<file path="config.mk">
export PLATFORM = sky130hd
export DESIGN_NAME = button_gesture_servo_positioner_top_flat
export DESIGN_NICKNAME = d
export VERILOG_FILES = /design/src/sv/bgsp_pkg.sv /design/src/sv/bgsp_stream_if.sv /design/src/sv/button_gesture_servo_positioner_top.sv /design/src/flat_wrapper.sv
export SDC_FILE = /design/constraint.sdc
export NUM_CORES = 1
export LEC_CHECK = 0
export ABC_AREA = 1
export BUFFER_PORTS_ARGS = -buffer_cell sky130_fd_sc_hd__buf_2
export CORE_MARGIN = 1.5
export CORE_UTILIZATION = 37
export CTS_BUF_LIST = sky130_fd_sc_hd__clkbuf_2 sky130_fd_sc_hd__clkbuf_4 sky130_fd_sc_hd__clkbuf_8
export CTS_CLUSTER_DIAMETER = 80
export DETAILED_ROUTE_END_ITERATION = 7
export SYNTH_ARGS = -nofsm -noshare
export SYNTH_HDL_FRONTEND = slang
export SYNTH_SLANG_ARGS = --single-unit
</file>
<file path="constraint.sdc">
create_clock -name i_clk -period 5.81 [get_ports i_clk]
set_input_delay 1.4525 -clock i_clk [delete_from_list [all_inputs] [get_ports i_clk]]
set_output_delay 1.4525 -clock i_clk [all_outputs]
set_load 0.05 [all_outputs]
</file>
<file path="src/sv/bgsp_pkg.sv">
// Shared types, codes and reset constants for the button gesture servo positioner.
package bgsp_pkg;

    localparam int SCAN_MS_DEFAULT   = 5;
    localparam int TIME_BITS_DEFAULT = 32;

    localparam int CFG_WIDTH = 16;
    localparam int NUM_CFG   = 8;
    localparam int CFG_IDX_BITS = $clog2(NUM_CFG);

    // register indexes
    localparam logic [CFG_IDX_BITS-1:0] CFG_DEBOUNCE     = 3'd0;
    localparam logic [CFG_IDX_BITS-1:0] CFG_LONG_PRESS   = 3'd1;
    localparam logic [CFG_IDX_BITS-1:0] CFG_DOUBLE_GAP   = 3'd2;
    localparam logic [CFG_IDX_BITS-1:0] CFG_HOLDOFF      = 3'd3;
    localparam logic [CFG_IDX_BITS-1:0] CFG_SERVO_HOLD   = 3'd4;
    localparam logic [CFG_IDX_BITS-1:0] CFG_PULSE_SINGLE = 3'd5;
    localparam logic [CFG_IDX_BITS-1:0] CFG_PULSE_DOUBLE = 3'd6;
    localparam logic [CFG_IDX_BITS-1:0] CFG_PULSE_LONG   = 3'd7;

    localparam logic [CFG_WIDTH-1:0] CFG_RESET [NUM_CFG] = '{
        16'd20, 16'd700, 16'd350, 16'd500, 16'd200, 16'd500, 16'd1500, 16'd2500
    };

    typedef enum logic [3:0] {
        R_IDLE          = 4'd0,
        R_HELD          = 4'd1,
        R_GAP_WAIT      = 4'd2,
        R_CLASSIFY      = 4'd3,
        R_PRESS_CHECK   = 4'd4,
        R_SECOND_CHECK  = 4'd5,
        R_RELEASE_CHECK = 4'd6,
        R_STAMP_END     = 4'd7,
        R_HOLDOFF       = 4'd8
    } t_rec_state;

    typedef enum logic [1:0] {
        S_FREE  = 2'd0,
        S_BUSY  = 2'd1,
        S_START = 2'd2
    } t_servo_phase;

    typedef enum logic [1:0] {
        G_NONE   = 2'd0,
        G_SINGLE = 2'd1,
        G_DOUBLE = 2'd2,
        G_LONG   = 2'd3
    } t_gesture;

    typedef struct packed {
        logic press_edge;
        logic key_level;
    } t_in_word;

    typedef struct packed {
        logic [15:0] pulse_width;
        logic        pulse_update;
        logic [1:0]  gesture;
        logic        servo_active;
    } t_out_word;

endpackage

</file>
<file path="src/sv/bgsp_stream_if.sv">
// Valid/ready stream channel carrying one word of type T.
interface bgsp_stream_if #(
    parameter type T = logic
);
    logic valid;
    logic ready;
    T     data;

    modport source (output valid, output data, input ready);
    modport sink   (input valid, input data, output ready);
endinterface

</file>
<file path="src/sv/button_gesture_servo_positioner_top.sv">
// Button gesture recognizer driving a servo compare value, top level.
//
// Input channel i_in: one word per millisecond tick, carrying the falling-edge
// flag and the button level (0 = pressed). Output channel o_out: exactly one
// word per input word, with the current compare value, the update strobe, the
// gesture found on that tick and the servo busy flag.
// Configuration: i_cfg_we writes i_cfg_data into register i_cfg_idx (debounce,
// long press, double gap, holdoff, servo hold, three compare values). Write
// only while no word is in flight.
// The result word is registered and valid in the cycle after its input word is taken.
// Throughput: one word per cycle while the output word is taken; the whole
// recognizer and servo step is one pass of compare-and-select logic between
// the state registers and the output register.
// Reset (synchronous, i_rst_n low): time counters, recognizer and servo go to
// zero/idle, compare value to 0, registers to their defaults, output empty.
// Stall: while the output word is not taken, it holds and i_in.ready drops;
// the held word leaving frees the slot in the same cycle.
module button_gesture_servo_positioner_top
    import bgsp_pkg::*;
#(
    parameter int SCAN_MS   = SCAN_MS_DEFAULT,
    parameter int TIME_BITS = TIME_BITS_DEFAULT
) (
    input  logic                    i_clk,
    input  logic                    i_rst_n,
    input  logic                    i_cfg_we,
    input  logic [CFG_IDX_BITS-1:0] i_cfg_idx,
    input  logic [CFG_WIDTH-1:0]    i_cfg_data,
    bgsp_stream_if.sink             i_in,
    bgsp_stream_if.source           o_out
);

    typedef logic [TIME_BITS-1:0] t_time;

    logic [CFG_WIDTH-1:0] r_cfg [NUM_CFG];

    t_time        r_tick, n_tick;
    t_time        r_last_scan, n_last_scan;
    logic         r_latch, n_latch;
    t_rec_state   r_rec, n_rec;
    t_time        r_first_press, n_first_press;
    t_time        r_release, n_release;
    t_time        r_second_press, n_second_press;
    t_time        r_gesture_end, n_gesture_end;
    t_gesture     r_pending, n_pending;
    t_servo_phase r_servo, n_servo;
    t_time        r_servo_start, n_servo_start;
    logic [15:0]  r_compare, n_compare;

    logic      r_out_valid;
    t_out_word r_out_data, n_out_data;

    logic     accept;
    t_gesture gest;
    logic     upd;
    logic     scan;
    t_time    debounce_t, long_t, gap_t, holdoff_t, servo_hold_t;

    assign i_in.ready  = !r_out_valid || o_out.ready;
    assign accept      = i_in.valid && i_in.ready;
    assign o_out.valid = r_out_valid;
    assign o_out.data  = r_out_data;

    assign debounce_t   = t_time'(r_cfg[CFG_DEBOUNCE]);
    assign long_t       = t_time'(r_cfg[CFG_LONG_PRESS]);
    assign gap_t        = t_time'(r_cfg[CFG_DOUBLE_GAP]);
    assign holdoff_t    = t_time'(r_cfg[CFG_HOLDOFF]);
    assign servo_hold_t = t_time'(r_cfg[CFG_SERVO_HOLD]);

    always_ff @(posedge i_clk) begin
        if (!i_rst_n) begin
            for (int i = 0; i < NUM_CFG; i++) begin
                r_cfg[i] <= CFG_RESET[i];
            end
        end else if (i_cfg_we) begin
            r_cfg[i_cfg_idx] <= i_cfg_data;
        end
    end

    always_comb begin
        n_tick         = r_tick + t_time'(1);
        n_last_scan    = r_last_scan;
        n_latch        = r_latch || i_in.data.press_edge;
        n_rec          = r_rec;
        n_first_press  = r_first_press;
        n_release      = r_release;
        n_second_press = r_second_press;
        n_gesture_end  = r_gesture_end;
        n_pending      = r_pending;
        n_servo        = r_servo;
        n_servo_start  = r_servo_start;
        n_compare      = r_compare;
        gest           = G_NONE;
        upd            = 1'b0;

        scan = (n_tick - r_last_scan) >= t_time'(SCAN_MS);
        if (scan) begin
            n_last_scan = n_tick;
            unique case (r_rec)
                R_IDLE: begin
                    if (n_latch) begin
                        n_first_press = n_tick;
                        n_rec         = R_PRESS_CHECK;
                        n_latch       = 1'b0;
                    end
                end
                R_PRESS_CHECK: begin
                    if ((n_tick - r_first_press) >= debounce_t)
                        n_rec = !i_in.data.key_level ? R_HELD : R_IDLE;
                end
                R_HELD: begin
                    if (i_in.data.key_level) begin
                        n_release = n_tick;
                        n_rec     = R_RELEASE_CHECK;
                    end
                end
                R_RELEASE_CHECK: begin
                    if ((n_tick - r_release) >= debounce_t)
                        n_rec = i_in.data.key_level ? R_CLASSIFY : R_HELD;
                end
                R_CLASSIFY: begin
                    if ((r_release - r_first_press) >= long_t) begin
                        gest  = G_LONG;
                        n_rec = R_STAMP_END;
                    end else begin
                        n_rec = R_GAP_WAIT;
                    end
                end
                R_GAP_WAIT: begin
                    if ((n_tick - r_release) <= gap_t) begin
                        if (!i_in.data.key_level) begin
                            n_second_press = n_tick;
                            n_rec          = R_SECOND_CHECK;
                        end
                    end else begin
                        gest  = G_SINGLE;
                        n_rec = R_STAMP_END;
                    end
                end
                R_SECOND_CHECK: begin
                    if ((n_tick - r_second_press) >= debounce_t) begin
                        if (!i_in.data.key_level) begin
                            gest  = G_DOUBLE;
                            n_rec = R_STAMP_END;
                        end else begin
                            n_rec = R_GAP_WAIT;
                        end
                    end
                end
                R_STAMP_END: begin
                    n_gesture_end = n_tick;
                    n_rec         = R_HOLDOFF;
                end
                R_HOLDOFF: begin
                    if ((n_tick - r_gesture_end) >= holdoff_t)
                        n_rec = R_IDLE;
                end
                default: n_rec = R_IDLE;
            endcase
            if (gest != G_NONE)
                n_pending = gest;
        end

        // servo sees a gesture found on this same tick
        unique case (r_servo)
            S_START: begin
                n_servo_start = n_tick;
                n_servo       = S_BUSY;
            end
            S_BUSY: begin
                if ((n_tick - r_servo_start) >= servo_hold_t)
                    n_servo = S_FREE;
            end
            default: begin
                n_servo = S_FREE;
                if (n_pending != G_NONE) begin
                    unique case (n_pending)
                        G_SINGLE: n_compare = r_cfg[CFG_PULSE_SINGLE];
                        G_DOUBLE: n_compare = r_cfg[CFG_PULSE_DOUBLE];
                        default:  n_compare = r_cfg[CFG_PULSE_LONG];
                    endcase
                    n_pending = G_NONE;
                    n_servo   = S_START;
                    upd       = 1'b1;
                end
            end
        endcase

        n_out_data.pulse_width  = n_compare;
        n_out_data.pulse_update = upd;
        n_out_data.gesture      = gest;
        n_out_data.servo_active = (n_servo != S_FREE);
    end

    always_ff @(posedge i_clk) begin
        if (!i_rst_n) begin
            r_tick         <= '0;
            r_last_scan    <= '0;
            r_latch        <= 1'b0;
            r_rec          <= R_IDLE;
            r_first_press  <= '0;
            r_release      <= '0;
            r_second_press <= '0;
            r_gesture_end  <= '0;
            r_pending      <= G_NONE;
            r_servo        <= S_FREE;
            r_servo_start  <= '0;
            r_compare      <= '0;
        end else if (accept) begin
            r_tick         <= n_tick;
            r_last_scan    <= n_last_scan;
            r_latch        <= n_latch;
            r_rec          <= n_rec;
            r_first_press  <= n_first_press;
            r_release      <= n_release;
            r_second_press <= n_second_press;
            r_gesture_end  <= n_gesture_end;
            r_pending      <= n_pending;
            r_servo        <= n_servo;
            r_servo_start  <= n_servo_start;
            r_compare      <= n_compare;
        end
    end

    always_ff @(posedge i_clk) begin
        if (!i_rst_n) begin
            r_out_valid <= 1'b0;
        end else if (accept) begin
            r_out_valid <= 1'b1;
        end else if (o_out.ready) begin
            r_out_valid <= 1'b0;
        end
    end

    always_ff @(posedge i_clk) begin
        if (accept) begin
            r_out_data <= n_out_data;
        end
    end

endmodule

</file>
<file path="src/flat_wrapper.sv">
// flat-port wrapper written by rule: the top's interface ports become plain ports
module button_gesture_servo_positioner_top_flat import bgsp_pkg::*;
#(
    parameter int SCAN_MS   = SCAN_MS_DEFAULT,
    parameter int TIME_BITS = TIME_BITS_DEFAULT
)
  (i_clk, i_rst_n, i_cfg_we, i_cfg_idx, i_cfg_data, i_in_valid, i_in_data, i_in_ready, o_out_valid, o_out_data, o_out_ready);
  bgsp_stream_if #(.T(t_in_word)) i_in_i ();
  bgsp_stream_if #(.T(t_out_word)) o_out_i ();
  input  logic i_clk;
  input  logic i_rst_n;
  input  logic i_cfg_we;
  input  logic [CFG_IDX_BITS-1:0] i_cfg_idx;
  input  logic [CFG_WIDTH-1:0] i_cfg_data;
  input wire logic [$bits(i_in_i.valid)-1:0] i_in_valid;
  input wire logic [$bits(i_in_i.data)-1:0] i_in_data;
  output wire logic [$bits(i_in_i.ready)-1:0] i_in_ready;
  output wire logic [$bits(o_out_i.valid)-1:0] o_out_valid;
  output wire logic [$bits(o_out_i.data)-1:0] o_out_data;
  input wire logic [$bits(o_out_i.ready)-1:0] o_out_ready;
  assign i_in_i.valid = i_in_valid;
  assign i_in_i.data = i_in_data;
  assign i_in_ready = i_in_i.ready;
  assign o_out_valid = o_out_i.valid;
  assign o_out_data = o_out_i.data;
  assign o_out_i.ready = o_out_ready;
  button_gesture_servo_positioner_top #(.SCAN_MS(SCAN_MS), .TIME_BITS(TIME_BITS)) u_core (.i_clk(i_clk), .i_rst_n(i_rst_n), .i_cfg_we(i_cfg_we), .i_cfg_idx(i_cfg_idx), .i_cfg_data(i_cfg_data), .i_in(i_in_i), .o_out(o_out_i));
endmodule
</file>
Yosys cells after proc, flatten, opt, wreduce, memory -nomap -nowiden
Memories as Yosys holds them, arrays and structs flattened.
Index checks and enable logic that the tools add are counted.
W data, S select, Z words.
{"block": "totals", "ramBits": 128, "elab_cells": 113, "out_inout_bits": 22, "n_memories": 1, "in_bits": 26, "reg_bits": 270}
{"block": "op_classes", "n_bitwise": 1, "eq_ne": 19, "reduce_logical": 18, "n_addsub": 8, "muxes": 41, "magnitude_cmp": 8}
{"name": "u_core.r_cfg", "depth": 8, "width": 16, "read_ports": 8, "rd_clocked_by_memory_dff": 0, "write_ports": 8, "line": "button_gesture_servo_positioner_top.sv:35", "rtl": "logic [CFG_WIDTH-1:0] r_cfg [NUM_CFG];"}
{"operator": "$sub A32 B32 Y32", "count": 7}
{"operator": "$ge A32 B16 Y1", "count": 6}
{"operator": "$mux W16", "count": 3}
{"operator": "$pmux W4 S9", "count": 1}
{"operator": "$add A32 B1 Y32 const B", "count": 1}
{"operator": "$ge A32 B3 Y1 const B", "count": 1}
{"operator": "$le A32 B16 Y1", "count": 1}
{"operator": "$mux W4", "count": 8}
{"operator": "$pmux W16 S2", "count": 1}
{"operator": "$mux W2", "count": 11}
{"operator": "$eq A4 B3 Y1 const B", "count": 4}
{"operator": "$reduce_or A16 Y1", "count": 1}
{"operator": "$mux W1", "count": 12}
{"operator": "$ne A2 B1 Y1 const B", "count": 5}
{"operator": "$mux W3", "count": 3}
{"operator": "$reduce_and A9 Y1", "count": 1}
{"operator": "$eq A4 B2 Y1 const B", "count": 2}
{"operator": "$reduce_and A4 Y1", "count": 2}
{"operator": "$reduce_bool A2 Y1", "count": 4}
{"operator": "$pmux W2 S3", "count": 1}
{"operator": "$reduce_and A5 Y1", "count": 1}
{"operator": "$eq A2 B1 Y1 const B", "count": 2}
{"operator": "$eq A2 B2 Y1 const B", "count": 2}
{"operator": "$eq A4 B1 Y1 const B", "count": 1}
{"operator": "other kinds (12)", "count": 14}

Logic depth before layout (Yosys ltp)
Gate-level depths: netlist of the first run.
{"block": "depth", "depth_word": 13, "ltp_mapped": 42, "ltp_nobuf": 40}

Worst setup path before layout of the first run
Ideal clock, no wire load.
{"block": "synth_path", "path_type": "register -> register", "startpoint": "register u_core.r_tick[0]", "endpoint": "register u_core.r_out_data (netlist bit u_core.o_out.data[10]), data pin", "slack_ns": -0.090, "stages_incl_launch_ff": 37, "arrival_time_ns": 5.641, "setup_time_ns": 0.259, "n_path_buf": 2, "path_cell_list": "dfxtp_1 ha_1 nand4_1 or3_4 nor3_1 xor2_1 inv_1 ha_1 nand2_1 nor2_1 inv_1 nor2_1 nand2_1 nand2_1 xor2_1 ha_1 nand2_1 inv_1 nand3_1 nor3_1 nand3_1 o21ai_0 nand3_1 nand2_1 nand2_1 nand2_1 nand2_1 nand2_1 inv_1 ha_1 clkbuf_1 inv_1 clkbuf_1 nand2_1 nand3_1 o21ai_0 inv_1"}
{"block": "synth_via", "elab_chain_cells": 13}
{"element": "start: declaration", "line": "button_gesture_servo_positioner_top.sv:37", "rtl": "t_time r_tick, n_tick;"}
{"element": "start signal: assignment", "line": "button_gesture_servo_positioner_top.sv:210", "rtl": "r_tick <= n_tick;"}
{"element": "$add A32 B1 Y32 (*)", "line": "button_gesture_servo_positioner_top.sv:81", "rtl": "n_tick = r_tick + t_time'(1);"}
{"element": "net u_core.n_tick[12]", "line": "button_gesture_servo_positioner_top.sv:37"}
{"element": "$sub A32 B32 Y32, on equally long branches", "line": "button_gesture_servo_positioner_top.sv:141, button_gesture_servo_positioner_top.sv:130"}
{"element": "$ge A32 B16 Y1 or $le A32 B16 Y1 (tied branches)", "line": "button_gesture_servo_positioner_top.sv:141, button_gesture_servo_positioner_top.sv:130"}
{"element": "$mux W2 or $mux W1 (tied branches)", "line": "button_gesture_servo_positioner_top.sv:141, button_gesture_servo_positioner_top.sv:130"}
{"element": "$pmux W2 S3", "line": "button_gesture_servo_positioner_top.sv:99", "rtl": "unique case (r_rec)"}
{"element": "$mux W2", "line": "button_gesture_servo_positioner_top.sv:97", "rtl": "if (scan) begin"}
{"element": "$reduce_bool A2 Y1", "line": "button_gesture_servo_positioner_top.sv:160", "rtl": "if (gest != G_NONE)"}
{"element": "$mux W2", "line": "button_gesture_servo_positioner_top.sv:160"}
{"element": "$mux W2 (*)", "line": "button_gesture_servo_positioner_top.sv:97"}
{"element": "$eq A2 B2 Y1 or $eq A2 B1 Y1 (tied branches)", "line": "button_gesture_servo_positioner_top.sv:177", "rtl": "unique case (n_pending)"}
{"element": "$pmux W16 S2", "line": "button_gesture_servo_positioner_top.sv:177"}
{"element": "$mux W16 (*)", "line": "button_gesture_servo_positioner_top.sv:176", "rtl": "if (n_pending != G_NONE) begin"}
{"element": "$mux W16 (*)", "line": "button_gesture_servo_positioner_top.sv:165", "rtl": "unique case (r_servo)"}
{"element": "net u_core.n_compare[6]", "line": "button_gesture_servo_positioner_top.sv:48", "rtl": "logic [15:0] r_compare, n_compare;"}
{"element": "end signal: assignment", "line": "button_gesture_servo_positioner_top.sv:237", "rtl": "r_out_data <= n_out_data;"}
{"element": "end: declaration", "line": "button_gesture_servo_positioner_top.sv:51", "rtl": "t_out_word r_out_data, n_out_data;"}
The timed path passes the listed nets; every way through them passes the cells marked *. The select of a mux whose other input is x is not followed.
A chain may end at the register's enable or synchronous reset.

Final worst setup path of the first run
{"block": "layout_path", "startpoint": "register u_core.r_tick[0]", "endpoint": "register u_core.r_out_data (netlist bit u_core.o_out.data[9]), data pin"}
The elaborated chain is that of the path after synthesis.

==> flow_results.xml, run 1 <==
<?xml version="1.0" encoding="UTF-8"?>
<metrics>
  <group name="timing">
    <metric name="worst_clock_skew" unit="ns">0.06115</metric>
    <metric name="slew-limit-headroom" unit="%">36.01</metric>
    <metric name="final-setup-viol-count" unit="">0</metric>
    <metric name="worstMarginPinSlew" unit="ns">0.9598</metric>
    <metric name="min_period" unit="ns">5.681</metric>
    <metric name="hold_slack" unit="ns">0.4608</metric>
    <metric name="max_freq" unit="MHz">176.0</metric>
    <metric name="rsz0062_at_grt" unit="">yes</metric>
    <metric name="final-hold-violation-count" unit="">0</metric>
    <metric name="postLayoutSetupSlackWorst" unit="ns">0.1287</metric>
    <metric name="fin_tns_setup" unit="ns">0</metric>
    <metric name="final.period_utilization" unit="%">97.79</metric>
    <metric name="final-max-slew-violation-count" unit="">0</metric>
  </group>
  <group name="floorplanning">
    <metric name="die_area" unit="um^2">93650</metric>
    <metric name="num_rows" unit="">110</metric>
    <metric name="design.portCount" unit="">48</metric>
    <metric name="die_span_x" unit="um">306.0</metric>
    <metric name="placeable_core_area" unit="um^2">90420</metric>
    <metric name="dieHeight" unit="um">306.0</metric>
    <metric name="initial_core_util" unit="%">37.57</metric>
  </group>
  <group name="logic_synthesis">
    <metric name="synth.net_count" unit="">5629</metric>
    <metric name="synth-compound-area-share" unit="%">14.46</metric>
    <metric name="synth_top_area_share" unit="%">15.55</metric>
    <metric name="yosysUniqueCellTypes" unit="">56</metric>
    <metric name="synth_top_cell_by_area" unit="">sky130_fd_sc_hd__nand2_1</metric>
    <metric name="synth-xor-area-share" unit="%">3.580</metric>
    <metric name="synth_adder_area_share" unit="%">12.75</metric>
    <metric name="synth_area_per_cell" unit="um^2">6.457</metric>
    <metric name="synth_simple_gate_area_share" unit="%">29.62</metric>
    <metric name="syn-cell-area" unit="um^2">33970</metric>
    <metric name="synth.yosys.seq_area_share" unit="%">27.81</metric>
    <metric name="synth-edff-count" unit="">148</metric>
    <metric name="synthFlopType" unit="">sky130_fd_sc_hd__dfxtp_1</metric>
    <metric name="synthCells" unit="">5261</metric>
    <metric name="synth.area.top_cells" unit="">sky130_fd_sc_hd__nand2_1 16%, sky130_fd_sc_hd__dfxtp_1 15%, sky130_fd_sc_hd__edfxtp_1 13%, sky130_fd_sc_hd__ha_1 12%, sky130_fd_sc_hd__inv_1 10%</metric>
    <metric name="postSynth.asyncResetShare" unit="%">0</metric>
    <metric name="synth_top_family_by_area" unit="">simple AND/OR/NAND/NOR gates</metric>
    <metric name="ys_ff_latch" unit="">398</metric>
    <metric name="muxShareOfSynthArea" unit="%">0</metric>
    <metric name="synth_warnings" unit="">0</metric>
  </group>
  <group name="setup_path">
    <metric name="critPathTopFamily" unit="">simple AND/OR/NAND/NOR gates</metric>
    <metric name="timing.critical_path.slowest_stage_cell" unit="">sky130_fd_sc_hd__or3_4</metric>
    <metric name="critical_path.n_buffers_inverters" unit="">7</metric>
    <metric name="critPathCaptureType" unit="">register</metric>
    <metric name="cp.arrival" unit="ns">6.15</metric>
    <metric name="biggest_cell_delay_along_the_critical_path" unit="ns">0.41</metric>
    <metric name="critical_path_peak_fanout" unit="">8</metric>
    <metric name="critPathLaunchType" unit="">register</metric>
    <metric name="critPathRequiredTime" unit="ns">6.28</metric>
    <metric name="setup.worst_path.class" unit="">reg2reg</metric>
  </group>
  <group name="global_route">
    <metric name="grt_util_met3" unit="%">2.647</metric>
    <metric name="grt_pass1_wl" unit="um">184800</metric>
    <metric name="grtUsageMet2" unit="%">43.30</metric>
    <metric name="antenna_found_initial" unit="">2</metric>
    <metric name="pin_count_of_the_biggest_net_entering_global_routing" unit="">90</metric>
    <metric name="grt_most_used_layer" unit="">met2</metric>
    <metric name="vias_in_the_first_global_route" unit="">32800</metric>
    <metric name="overall_routing_resource_usage" unit="%">25.35</metric>
    <metric name="total_gr_overflow" unit="">0</metric>
    <metric name="met1_usage" unit="%">33.15</metric>
  </group>
  <group name="finish">
    <metric name="top_library_cells_by_usage_in_the_layout_fill_and_taps_aside" unit="">1368 x sky130_fd_sc_hd__nand2_1, 911 x sky130_fd_sc_hd__inv_1, 540 x sky130_fd_sc_hd__nor2_1, 439 x sky130_fd_sc_hd__a21oi_1, 314 x sky130_fd_sc_hd__ha_1</metric>
    <metric name="final.fill_count" unit="">9449</metric>
    <metric name="post_synthesis_to_final_layout_area_growth" unit="%">17.76</metric>
    <metric name="fin_area" unit="um^2">40000</metric>
    <metric name="layout.nets" unit="">5911</metric>
    <metric name="post_layout_nonfiller_instances" unit="">6782</metric>
    <metric name="layout_commonest_cell" unit="">sky130_fd_sc_hd__nand2_1</metric>
    <metric name="drive_above_1_share" unit="%">12.06</metric>
    <metric name="multi_input_comb_area" unit="um^2">21490</metric>
    <metric name="sequential_cell_area" unit="um^2">9459</metric>
  </group>
  <group name="clock_tree">
    <metric name="cts.reportedPaths.clkPinSlew" unit="ns">0.06</metric>
    <metric name="clock_tree.root_cell" unit="">sky130_fd_sc_hd__clkbuf_8</metric>
    <metric name="clock_path_buffers" unit="">3</metric>
    <metric name="tritoncts.num_buffers" unit="">76</metric>
    <metric name="cts_sinks" unit="">398</metric>
    <metric name="cts-hold-fix-buffers" unit="">0</metric>
    <metric name="cts_tree" unit="">yes</metric>
    <metric name="worst_skew_pair.late_latency" unit="ns">0.72</metric>
    <metric name="htree_num_levels" unit="">3</metric>
  </group>
  <group name="placed_design">
    <metric name="gpl.final_weighted_congestion" unit="">1.000</metric>
    <metric name="placed_cell_area" unit="um^2">37030</metric>
    <metric name="place.detailed.hpwl" unit="um">96880</metric>
    <metric name="numPortBuffers" unit="">47</metric>
    <metric name="preCtsSetupSlack" unit="ns">-0.3390</metric>
    <metric name="placedCellCount" unit="">6609</metric>
  </group>
  <group name="detailed_routing">
    <metric name="drt_drc_violations_left" unit="">0</metric>
    <metric name="final_antenna_net_count" unit="">0</metric>
    <metric name="detailedRoute.firstIterationViolations" unit="">2715</metric>
    <metric name="drt-pass1-iter-count" unit="">6</metric>
    <metric name="wire_per_inst" unit="um">18.01</metric>
    <metric name="route.vias.total" unit="">34820</metric>
    <metric name="routed_wirelength" unit="um">122200</metric>
    <metric name="avgViaCountPerCell" unit="">5.134</metric>
  </group>
  <group name="pwr">
    <metric name="p_leak" unit="nW">20.36</metric>
    <metric name="irDropWorstVdd" unit="V">0.0001659</metric>
    <metric name="pwr_density_cell" unit="nW/um^2">301.5</metric>
  </group>
  <group name="status">
    <metric name="status" unit="">finished clean</metric>
  </group>
  <group name="hold_path">
    <metric name="class_of_the_tightest_hold_or_removal_check" unit="">reg2reg</metric>
  </group>
  <group name="flow_run">
    <metric name="drv.max_cap_violation_count" unit="">0</metric>
  </group>
</metrics>
==> per-stage QoR <==
step / total power [mW] / util (%)
floorplan: 7.018 / -
global placement: 8.682 / 40.95
detailed placement: 8.720 / 40.95
CTS: 11.81 / 42.95
global route: 12.94 / 44.24
finish: 12.06 / 44.24
==> per-layer routing <==
layer / up-vias / share of wire, %
met5: - / 0.0074
li1: 17480 / -
met4: 2 / 3.3
met1: 16240 / 45
met3: 206 / 5.3
met2: 892 / 47
==> layout make-up <==
cell class | instances | area share (%)
flip-flops and latches | 398 | 23.64
multi-input cells | 3834 | 53.71
clock inverters | 23 | 0.5380
diodes | 2 | 0.01251
inverters | 934 | 8.804
repair buffers | 299 | 5.996
well taps | 1176 | 3.678
clock buffers | 116 | 3.616
==> kinds of logic after synthesis <==
| family | Yosys count |
|---|---|
| AND/OR/NAND/NOR | 2436 |
| buffers and inverters | 1029 |
| flip-flops | 398 |
| adder cells (fa/ha/maj) | 342 |
| XOR/XNOR | 138 |
| AO/OA/AOI/OAI | 918 |
==> cell usage after synthesis, types with 11 or more instances <==
library cell / count
sky130_fd_sc_hd__o21bai_1: 31
sky130_fd_sc_hd__xor2_1: 109
sky130_fd_sc_hd__dfxtp_1: 250
sky130_fd_sc_hd__a211oi_1: 14
sky130_fd_sc_hd__inv_1: 924
sky130_fd_sc_hd__ha_1: 335
sky130_fd_sc_hd__nand2_1: 1407
sky130_fd_sc_hd__nor2_1: 563
sky130_fd_sc_hd__a22o_1: 16
sky130_fd_sc_hd__o21ai_1: 63
sky130_fd_sc_hd__a21oi_2: 12
sky130_fd_sc_hd__nor4_1: 11
sky130_fd_sc_hd__nand3_1: 247
sky130_fd_sc_hd__a21o_1: 11
sky130_fd_sc_hd__buf_2: 11
sky130_fd_sc_hd__buf_6: 12
sky130_fd_sc_hd__nor3_1: 71
sky130_fd_sc_hd__nand4_1: 66
sky130_fd_sc_hd__nor2_2: 11
sky130_fd_sc_hd__xnor2_1: 28
sky130_fd_sc_hd__nand3b_1: 26
sky130_fd_sc_hd__edfxtp_1: 148
sky130_fd_sc_hd__clkbuf_1: 63
sky130_fd_sc_hd__a21oi_1: 454
sky130_fd_sc_hd__o21ai_0: 288
==> where the power goes <==
group          leakage, nW  internal (mW)  switching (mW)
clock network        0.874           1.67            1.37
logic                 16.0           2.05            3.80
registers             3.49           3.08          0.0887
==> worst min-delay path, stage by stage, from the launching register on <==
cell and delay [ns]:
sky130_fd_sc_hd__dfxtp_1 0.30, sky130_fd_sc_hd__inv_1 0.06, sky130_fd_sc_hd__a21oi_1 0.05
==> flip-flops by register name, summed over array words and instances (netlist names), 2 cells and up <==
register,count
u_core.r_servo,2
u_core.r_first_press,32
u_core.r_tick,32
u_core.r_last_scan,32
u_core.r_gesture_end,32
u_core.r_release,32
u_core.o_out.data,20
u_core.r_second_press,32
u_core.r_servo_start,32
u_core.r_pending,2
u_core.r_rec,4
u_core.r_cfg,128
u_core.r_compare,16
==> timing repair <==
action                                  in CTS  in global routing
endpoints found under the setup margin      34                 73
pin swaps                                    4                 51
gates resized for setup                     21                215
cloned                                       0                  5
setup buffers                                6                 21
==> path summary, 6_finish.rpt <==
check                                              end                   start  depth (start not counted)  slack, ns
worst max-delay path              u_core.o_out.data[9]        u_core.r_tick[0]                         37       0.13
worst min-delay path            u_core.r_last_scan[17]  u_core.r_last_scan[17]                          2       0.46
worst max register to register    u_core.o_out.data[9]        u_core.r_tick[0]                         37       0.13
worst min register to register  u_core.r_last_scan[17]  u_core.r_last_scan[17]                          2       0.46
No activity file was read; power rests on OpenSTA's default activity.
==> run 2, diff against run 1 <==
--- a/config.mk
+++ b/config.mk
@@ -6,12 +6,13 @@
 export NUM_CORES = 1
 export LEC_CHECK = 0
 export ABC_AREA = 1
-export BUFFER_PORTS_ARGS = -buffer_cell sky130_fd_sc_hd__buf_2
+export BUFFER_PORTS_ARGS = -buffer_cell sky130_fd_sc_hd__clkbuf_2
 export CORE_MARGIN = 1.5
 export CORE_UTILIZATION = 37
 export CTS_BUF_LIST = sky130_fd_sc_hd__clkbuf_2 sky130_fd_sc_hd__clkbuf_4 sky130_fd_sc_hd__clkbuf_8
 export CTS_CLUSTER_DIAMETER = 80
 export DETAILED_ROUTE_END_ITERATION = 7
+export SKIP_CTS_REPAIR_TIMING = 1
 export SYNTH_ARGS = -nofsm -noshare
 export SYNTH_HDL_FRONTEND = slang
 export SYNTH_SLANG_ARGS = --single-unit
==> run 2 against run 1 <==
Effect of this change: cell area down 0.27%; core utilization down 0.12 points; worst hold slack worse by 0.00066 ns; global-route usage down 0.14 points; combinational power about the same; critical path type unchanged; highest routed layer is now met4.
==> flow_results.xml, run 2 (synthesis gave the netlist of run 1 again) <==
<?xml version="1.0" encoding="UTF-8"?>
<metrics>
  <group name="status">
    <metric name="status" unit="">finished clean</metric>
  </group>
  <group name="setup_path">
    <metric name="critPathLaunchType" unit="">register</metric>
    <metric name="biggest_cell_delay_along_the_critical_path" unit="ns">0.40</metric>
    <metric name="cp.arrival" unit="ns">6.05</metric>
    <metric name="setup.worst_path.class" unit="">reg2reg</metric>
    <metric name="critical_path.n_buffers_inverters" unit="">11</metric>
    <metric name="critPathTopFamily" unit="">simple AND/OR/NAND/NOR gates</metric>
    <metric name="critical-path-top-cell-by-count" unit="">sky130_fd_sc_hd__nand2_1</metric>
    <metric name="register_to_register_path_setup_slack" unit="ns">0.21</metric>
    <metric name="timing.critical_path.slowest_stage_cell" unit="">sky130_fd_sc_hd__xor2_1</metric>
    <metric name="worst_r2r_startpoint" unit="">u_core.r_tick[0]</metric>
    <metric name="critPathCaptureType" unit="">register</metric>
    <metric name="worst_r2r_path_depth" unit="">37</metric>
    <metric name="r2r_end" unit="">u_core.o_out.data[17]</metric>
    <metric name="critPathRequiredTime" unit="ns">6.26</metric>
    <metric name="critical_path_peak_fanout" unit="">10</metric>
  </group>
  <group name="timing">
    <metric name="worstMarginPinSlew" unit="ns">0.9536</metric>
    <metric name="final-max-slew-violation-count" unit="">0</metric>
    <metric name="postLayoutSetupSlackWorst" unit="ns">0.2102</metric>
    <metric name="max_freq" unit="MHz">178.6</metric>
    <metric name="final-setup-viol-count" unit="">0</metric>
    <metric name="min_period" unit="ns">5.600</metric>
    <metric name="final-hold-violation-count" unit="">0</metric>
    <metric name="slew-limit-headroom" unit="%">36.43</metric>
    <metric name="final.period_utilization" unit="%">96.38</metric>
    <metric name="worst_clock_skew" unit="ns">0.06183</metric>
    <metric name="hold_slack" unit="ns">0.4601</metric>
  </group>
  <group name="placed_design">
    <metric name="preCtsSetupSlack" unit="ns">-0.2992</metric>
    <metric name="gpl.final_weighted_congestion" unit="">0.9887</metric>
    <metric name="place.detailed.hpwl" unit="um">97240</metric>
    <metric name="placed_cell_area" unit="um^2">37180</metric>
    <metric name="numPortBuffers" unit="">47</metric>
    <metric name="placedCellCount" unit="">6621</metric>
  </group>
  <group name="finish">
    <metric name="multi_input_comb_area" unit="um^2">21360</metric>
    <metric name="post_synthesis_to_final_layout_area_growth" unit="%">17.44</metric>
    <metric name="drive_above_1_share" unit="%">11.41</metric>
    <metric name="top_library_cells_by_usage_in_the_layout_fill_and_taps_aside" unit="">1377 x sky130_fd_sc_hd__nand2_1, 912 x sky130_fd_sc_hd__inv_1, 542 x sky130_fd_sc_hd__nor2_1, 441 x sky130_fd_sc_hd__a21oi_1, 313 x sky130_fd_sc_hd__ha_1</metric>
    <metric name="final.fill_count" unit="">9495</metric>
    <metric name="layout_commonest_cell" unit="">sky130_fd_sc_hd__nand2_1</metric>
    <metric name="sequential_cell_area" unit="um^2">9454</metric>
    <metric name="post_layout_nonfiller_instances" unit="">6781</metric>
    <metric name="layout.nets" unit="">5915</metric>
    <metric name="post_layout_util" unit="%">44.12</metric>
    <metric name="max_flop_register" unit="">u_core.r_cfg</metric>
    <metric name="largest_reg_flops" unit="">128</metric>
    <metric name="fin_area" unit="um^2">39900</metric>
  </group>
  <group name="pwr">
    <metric name="irDropWorstVdd" unit="V">0.0001499</metric>
    <metric name="p_leak" unit="nW">20.34</metric>
    <metric name="pwr_density_cell" unit="nW/um^2">301.3</metric>
  </group>
  <group name="global_route">
    <metric name="grt_pass1_wl" unit="um">184000</metric>
    <metric name="overall_routing_resource_usage" unit="%">25.21</metric>
    <metric name="vias_in_the_first_global_route" unit="">32380</metric>
    <metric name="antenna_found_initial" unit="">1</metric>
    <metric name="pin_count_of_the_biggest_net_entering_global_routing" unit="">90</metric>
    <metric name="total_gr_overflow" unit="">0</metric>
  </group>
  <group name="detailed_routing">
    <metric name="route.vias.total" unit="">34550</metric>
    <metric name="routed_wirelength" unit="um">121300</metric>
    <metric name="drt-pass1-iter-count" unit="">8</metric>
    <metric name="wire_per_inst" unit="um">17.88</metric>
    <metric name="drt_drc_violations_left" unit="">0</metric>
    <metric name="avgViaCountPerCell" unit="">5.095</metric>
    <metric name="detailedRoute.firstIterationViolations" unit="">2715</metric>
    <metric name="final_antenna_net_count" unit="">0</metric>
  </group>
  <group name="flow_run">
    <metric name="drv.max_cap_violation_count" unit="">0</metric>
  </group>
  <group name="hold_path">
    <metric name="timing.hold.worst_endpoint" unit="">u_core.r_last_scan[8]</metric>
    <metric name="class_of_the_tightest_hold_or_removal_check" unit="">reg2reg</metric>
    <metric name="hold-path-cell-count" unit="">2</metric>
    <metric name="worst_hold_startpoint" unit="">u_core.r_last_scan[8]</metric>
  </group>
  <group name="clock_tree">
    <metric name="cts_sinks" unit="">398</metric>
    <metric name="clock_tree.root_cell" unit="">sky130_fd_sc_hd__clkbuf_8</metric>
    <metric name="clock_path_buffers" unit="">3</metric>
    <metric name="tritoncts.num_buffers" unit="">74</metric>
    <metric name="htree_num_levels" unit="">3</metric>
    <metric name="worst_skew_pair.late_latency" unit="ns">0.70</metric>
    <metric name="cts.reportedPaths.clkPinSlew" unit="ns">0.06</metric>
    <metric name="cts_tree" unit="">yes</metric>
  </group>
  <group name="floorplanning">
    <metric name="num_rows" unit="">110</metric>
    <metric name="dieHeight" unit="um">306.0</metric>
    <metric name="initial_core_util" unit="%">37.57</metric>
    <metric name="design.portCount" unit="">48</metric>
    <metric name="die_span_x" unit="um">306.0</metric>
    <metric name="placeable_core_area" unit="um^2">90420</metric>
    <metric name="die_area" unit="um^2">93650</metric>
  </group>
</metrics>
[run 2: where the power goes]
part	internal [mW]	total [mW]	switching, mW
Combinational	2.05	5.84	3.79
Clock	1.69	3.01	1.33
Sequential	3.08	3.17	0.0892
[run 2: cell type report]
class / instances / area share [%]
multi-input combinational: 3834 / 53.53
sequential: 398 / 23.70
inverter: 934 / 8.816
timing repair buffer: 305 / 6.188
tap: 1176 / 3.688
clock buffer: 105 / 3.262
clock inverter: 26 / 0.8029
antenna: 3 / 0.01882
[run 2: through the flow]
stage | TNS (ns) | power, mW
after floorplan | 0 | 7.018
after global placement | -7.635 | 8.723
after detailed placement | -8.065 | 8.759
after CTS | -10.40 | 11.80
after global routing | -1.031 | 12.89
final | 0 | 12.02
[run 2: worst min-delay path, stage by stage, from the launching register on]
cell and delay [ns]:
sky130_fd_sc_hd__dfxtp_1 0.29, sky130_fd_sc_hd__inv_1 0.06, sky130_fd_sc_hd__a21oi_1 0.06
[run 2: worst max-delay path by stage]
stage / from / end / slack [ns] / cells after the start
final: u_core.r_tick[0] / u_core.o_out.data[17] / 0.21 / 37
after global routing: u_core.r_tick[0] / u_core.o_out.data[8] / -0.08 / 37
after CTS: u_core.r_tick[6] / u_core.r_compare[13] / -0.38 / 34
after detailed placement: u_core.r_tick[5] / u_core.r_compare[13] / -0.30 / 34
after global placement: u_core.r_tick[12] / u_core.r_compare[13] / -0.26 / 33
after floorplan: u_core.r_tick[0] / u_core.o_out.data[10] / 0.03 / 36
[run 2: routing by layer]
layer  vias up  GRT usage (%)  share of wire (%)
met4         0          7.949                3.3
met1     15900          33.86                 45
met5         -              0                  0
met3       204          2.399                5.3
li1      17500              -                  -
met2       946          42.51                 46
